<file path="src/rtl/core/gnmc_pkg.sv">
// Shared types and constants for the grid neighbor mine counter.
package gnmc_pkg;

  localparam int unsigned COL_W = 6;
  localparam int unsigned CNT_W = 4;
  localparam int unsigned WIN_W = 9;
  localparam int unsigned CENTER_BIT = 4;

  localparam logic [WIN_W-1:0] KEEP_ALL  = 9'h1EF;
  localparam logic [WIN_W-1:0] TOP_ROW   = 9'h049;
  localparam logic [WIN_W-1:0] LEFT_COL  = 9'h007;
  localparam logic [WIN_W-1:0] RIGHT_COL = 9'h1C0;

  localparam logic [1:0] PH_FIRST  = 2'd0;
  localparam logic [1:0] PH_SECOND = 2'd1;
  localparam logic [1:0] PH_THIRD  = 2'd2;
  localparam logic [1:0] PH_LATER  = 2'd3;

  typedef struct packed {
    logic emit;
    logic top_out;
    logic left_out;
    logic right_out;
    logic grid_done;
    logic last;
  } push_info_t;

endpackage

</file>
<file path="src/rtl/core/gnmc_cell.sv">
// One column slot of the two line stores.
module gnmc_cell import gnmc_pkg::*; #(
  parameter int unsigned IDX = 0
) (
  input  logic             clk,
  input  logic             rst_n,
  input  logic             clear,
  input  logic             shift,
  input  logic [COL_W-1:0] cols_m1,
  input  logic             mid_in,
  input  logic             up_in,
  input  logic             mid_next,
  input  logic             up_next,
  output logic             mid_q,
  output logic             up_q
);

  logic mid_r;
  logic up_r;

  always_ff @(posedge clk) begin
    if (!rst_n || clear) begin
      mid_r <= 1'b0;
      up_r  <= 1'b0;
    end else if (shift) begin
      if (cols_m1 == COL_W'(IDX)) begin
        mid_r <= mid_in;
        up_r  <= up_in;
      end else begin
        mid_r <= mid_next;
        up_r  <= up_next;
      end
    end
  end

  assign mid_q = mid_r;
  assign up_q  = up_r;

endmodule

</file>
<file path="src/rtl/core/gnmc_line.sv">
// Chain of line cells; new bits enter at the last used column, taps at cell 0.
module gnmc_line import gnmc_pkg::*; #(
  parameter int unsigned DEPTH = 62
) (
  input  logic             clk,
  input  logic             rst_n,
  input  logic             clear,
  input  logic             shift,
  input  logic [COL_W-1:0] cols_m1,
  input  logic             cell_bit,
  output logic             mid_tap,
  output logic             up_tap
);

  logic mid_q [DEPTH];
  logic up_q  [DEPTH];

  assign mid_tap = mid_q[0];
  assign up_tap  = up_q[0];

  for (genvar k = 0; k < DEPTH; k++) begin : g_cell
    logic mid_nb;
    logic up_nb;
    if (k == DEPTH - 1) begin : g_end
      assign mid_nb = 1'b0;
      assign up_nb  = 1'b0;
    end else begin : g_mid
      assign mid_nb = mid_q[k+1];
      assign up_nb  = up_q[k+1];
    end
    gnmc_cell #(.IDX(k)) u_cell (
      .clk      (clk),
      .rst_n    (rst_n),
      .clear    (clear),
      .shift    (shift),
      .cols_m1  (cols_m1),
      .mid_in   (cell_bit),
      .up_in    (mid_tap),
      .mid_next (mid_nb),
      .up_next  (up_nb),
      .mid_q    (mid_q[k]),
      .up_q     (up_q[k])
    );
  end

endmodule

</file>
<file path="config.mk">
export PLATFORM = sky130hd
export DESIGN_NAME = gnmc_line
export DESIGN_NICKNAME = d
export VERILOG_FILES = /design/src/rtl/core/gnmc_pkg.sv /design/src/rtl/core/gnmc_cell.sv /design/src/rtl/core/gnmc_line.sv
export SDC_FILE = /design/constraint.sdc
export NUM_CORES = 1
export LEC_CHECK = 0
export ABC_AREA = 1
export BUFFER_PORTS_ARGS = -buffer_cell sky130_fd_sc_hd__buf_2
export CORE_MARGIN = 5
export CORE_UTILIZATION = 60
export DETAILED_ROUTE_END_ITERATION = 16
export PLACE_DENSITY = 0.85
export SYNTH_ARGS = -nofsm -noshare
export SYNTH_HDL_FRONTEND = slang
export SYNTH_SLANG_ARGS = --single-unit
</file>
<file path="constraint.sdc">
create_clock -name clk -period 1.8 [get_ports clk]
set_input_delay 0.36 -clock clk [delete_from_list [all_inputs] [get_ports clk]]
set_output_delay 0.36 -clock clk [all_outputs]
set_load 0.01 [all_outputs]
</file>
==> summary by stage <==
Critical path
The destination of the worst register-to-register timing path is g_cell[40].u_cell.up_q. The required time at the endpoint of the critical path is 1.44 ns. In this run the critical register-to-register path is launched from g_cell[0].u_cell.mid_q.

In this run the worst path has a maximum fanout of 16. In this run the number of cells on the critical path is 1. Grouping stages by cell kind, the critical path spends the most delay in flip-flops. The signal on the critical path passes through buf_2. The most critical setup path has its endpoint at mid_tap. In this run the worst setup path begins at g_cell[0].u_cell.mid_q.

The startpoint type of the worst setup path is a register. The critical path's slowest cell is dfxtp_2. Data arrives at the worst endpoint at 1.24 ns.

The worst setup path is captured at an output pin. Setup slack on the worst reg-to-reg path comes out at 0.56 ns. The critical path in this run is classified as register to output pin.

The number of buffers and inverters on the critical path is 1. Measured in cells, the most critical reg-to-reg path has a length of 5. In this design, the stage delay of the slowest critical-path cell is 0.60 ns.

Timing
The final-report setup violation count is 0. The clock skew is 0.00932 ns. The headroom to the max-slew limit is 67.9%. The number of failing hold endpoints at the final stage is 0.

Subtracting the final worst setup slack from the clock period gives 1.60 ns. Setup repair after global routing left no endpoint under its margin. The final count of pins violating max slew is 0. At the pin with the least slew margin, the transition time is 0.480 ns. Of the available clock period, the critical path in the final layout requires 88.9%. The sum of negative setup slack is 0 ns.

The maximum achievable frequency is 0.625 GHz.

Synth
In this run the cell area of the synthesized design comes to 0.00696 mm^2. The xor and xnor area share after synthesis is 0%. The basic-gate share of the synthesized area counting and, or, nand and nor cells is 50.5%. The cell count after synthesis is 1183.

The number of nets in the synthesized netlist is 1194. The portion of synthesized area spent on multiplexers is 0%. The synthesized netlist contains 18 unique library cells. The dominant combinational cell family by area after synthesis is simple AND/OR/NAND/NOR gates. For this run, the number of Yosys warnings is 0.

Counting flops and latches in the post-synthesis netlist gives 124. Summing the areas of all fa, ha and maj instances in the mapped netlist gives 0% of the synthesized area. Of the synthesized area, sequential elements account for 35.7%. Summing the areas of all compound-gate instances in the mapped netlist gives 0.288% of the synthesized area. Each instance of the synthesized netlist takes up on average 5.88 um^2.

Clocking
CTS saw 124 sinks. The cell chosen for the clock root is clkbuf_16. Buffers added to address setup during post-CTS repair amount to 0. The buffer depth of the longest clock path is 2. TritonCTS built the clock tree. The worst-skew pair later-pin latency is 0.43 ns. CTS built an H-tree with a depth of 4. TritonCTS created 17 clock buffers. The number of buffers added to fix hold violations after cts is 0. After clock tree synthesis, the clock-pin slew on the worst setup and hold paths is 0.06 ns. The number of gates resized after CTS was 0.

Global route
The initial antenna violation count is 0. For this run the aggregate overflow at the end of global routing stands at 0. For this run, the total global-route usage over all layers was measured as 24.4%. The largest net degree at the start of global routing is 78. The first-pass GRT wire length is 28.5 mm. The via count of the first global-routing pass came to 6328.

Layout
The fill cell instance count of the final layout is 981. The post-route standard cell area excluding fillers is 0.00785 mm^2. The number of nets in the layout is 1182. The share of layout cells above drive strength 1 is 7.86%. The library cell used most frequently in the layout, excluding fill and tap cells, is nand2_1. Compared with the post-synthesis result, the final layout area differs by 12.8%. The repair_antennas step left the layout with diodes totalling 0.

In the layout the commonest cells are nand2_1, nand3_1, nor2_1.

Placed design
During placement, the flow inserted port buffers numbering 12. At the end of routability-driven placement, the weighted congestion stood at 0.849. The estimated wirelength of the detail-placed design is 9.95 mm. The placement-stage cell area is 0.00725 mm^2.

Job
The tool flagged a number of max-cap violations equal to 0.

Floorplanning
The core region area is 0.0114 mm^2. The die covers 0.0138 mm^2. The die is 118 um wide. Once the floorplan was initialized, standard cells occupied 61.2% of the core. The die is 118 um tall.

The number of placed I/O pins is 13. The floorplan row count is 39.

Routing
For this run, design rule violations remaining after detail routing come to 0. Using the TritonRoute via totals, the vias-per-cell ratio works out to 5.18. The total length of routed wires is 16.4 mm. In the final routed layout, each cell accounts on average for 12.3 um. The detailed router finished its first iteration with 672 violations. The total iterations of the first detailed-routing run is 5.

Once detail routing completed, the nets flagged for antenna violations numbered 0. The total number of vias is 6874.

Power
The static leakage is 0.00405 uW. The worst-case IR drop observed on VDD is 0.830 mV. The power density normalized to cell area is 910 mW/mm^2.

Run status
The flow ran to the end, and the final reports show no timing, DRC or antenna violations.

Worst hold path
The worst hold path belongs to the class input port to register.
-- layout make-up --
| class | count | area, um^2 | share of cell area [%] |
|---|---|---|---|
| Clock buffer | 24 | 512 | 6.52 |
| Tap cell | 143 | 179 | 2.28 |
| Clock inverter | 7 | 85.1 | 1.08 |
| Sequential cell | 124 | 2480 | 31.6 |
| Inverter | 136 | 512 | 6.52 |
| Multi-Input combinational cell | 843 | 3550 | 45.2 |
| Timing Repair Buffer | 49 | 532 | 6.78 |
-- worst min path at each step --
stage | startpoint | to | cells past startpoint
floorplan | g_cell[61].u_cell.mid_q | g_cell[61].u_cell.mid_q | 2
global placement | g_cell[61].u_cell.up_q | g_cell[61].u_cell.up_q | 2
detailed placement | g_cell[61].u_cell.mid_q | g_cell[61].u_cell.mid_q | 2
CTS | clear | g_cell[61].u_cell.mid_q | 4
global route | clear | g_cell[61].u_cell.up_q | 4
finish | clear | g_cell[61].u_cell.mid_q | 4
-- synthesized netlist by cell type --
cell             n  share of area [%]
a21oi_1          2               0.14
buf_2           39                2.8
buf_4           14                1.5
buf_6            2               0.32
clkbuf_1        23                1.2
clkbuf_8         1               0.20
clkinv_1         1              0.054
dfxtp_1        124                 36
dlygate4sd1_1    1               0.13
inv_1          134                7.2
inv_2            1              0.054
nand2_1        290                 16
nand2_2          3               0.27
nand3_1        270                 19
nor2_1         269                 15
nor2_2           6               0.54
nor3_1           1              0.072
o21ai_0          2               0.14
-- stage by stage --
step / util [%] / total power, uW / instances / worst slack (ns) / hold slack, ns
finish: 69.0 / 7140 / 1326 / 0.199 / 0.235
CTS: 69.0 / 7170 / 1326 / 0.189 / 0.217
floorplan: - / 3540 / 1183 / 0.512 / 0.490
detailed placement: 63.8 / 3750 / 1295 / 0.248 / 0.516
global placement: 63.8 / 3740 / 1295 / 0.306 / 0.509
global route: 69.0 / 7420 / 1326 / 0.174 / 0.244
-- kinds of logic (layout without fill, tap and decap cells) --
logic type      count (synthesis)  in the layout
flops                         124            124
buf+inv                       216            216
simple gates                  839            839
compound gates                  4              4
-- state kept, by name (all words and copies together), names as in the netlist --
name                 flops
g_cell.u_cell.up_q      62
g_cell.u_cell.mid_q     62
-- tightest hold or removal path, delay by kind of cell --
| family | cells | cell delay (ns) |
|---|---|---|
| AOI/OAI and AO/OA | 2 | 0.11 |
| buffers and inverters | 1 | 0.08 |
| and+or+nand+nor | 1 | 0.06 |
-- metal layers --
layer  vias up  track usage [%]  wire length [um]  share of wire [%]
met3        31             5.77              1000                6.1
met2       222             39.8              7680                 47
li1       3619                -                 -                  -
met4         0             10.1               377                2.3
met1      3002             31.0              7300                 45
met5         -                0                 0                  0
-- report_power, final --
part           internal (uW)  leakage, uW  switching (uW)  total [uW]
Sequential              2840      0.00101            55.4        2900
Clock                   2230     0.000302            1190        3430
Combinational            294      0.00274             519         814
No activity file was read; power rests on OpenSTA's default activity.
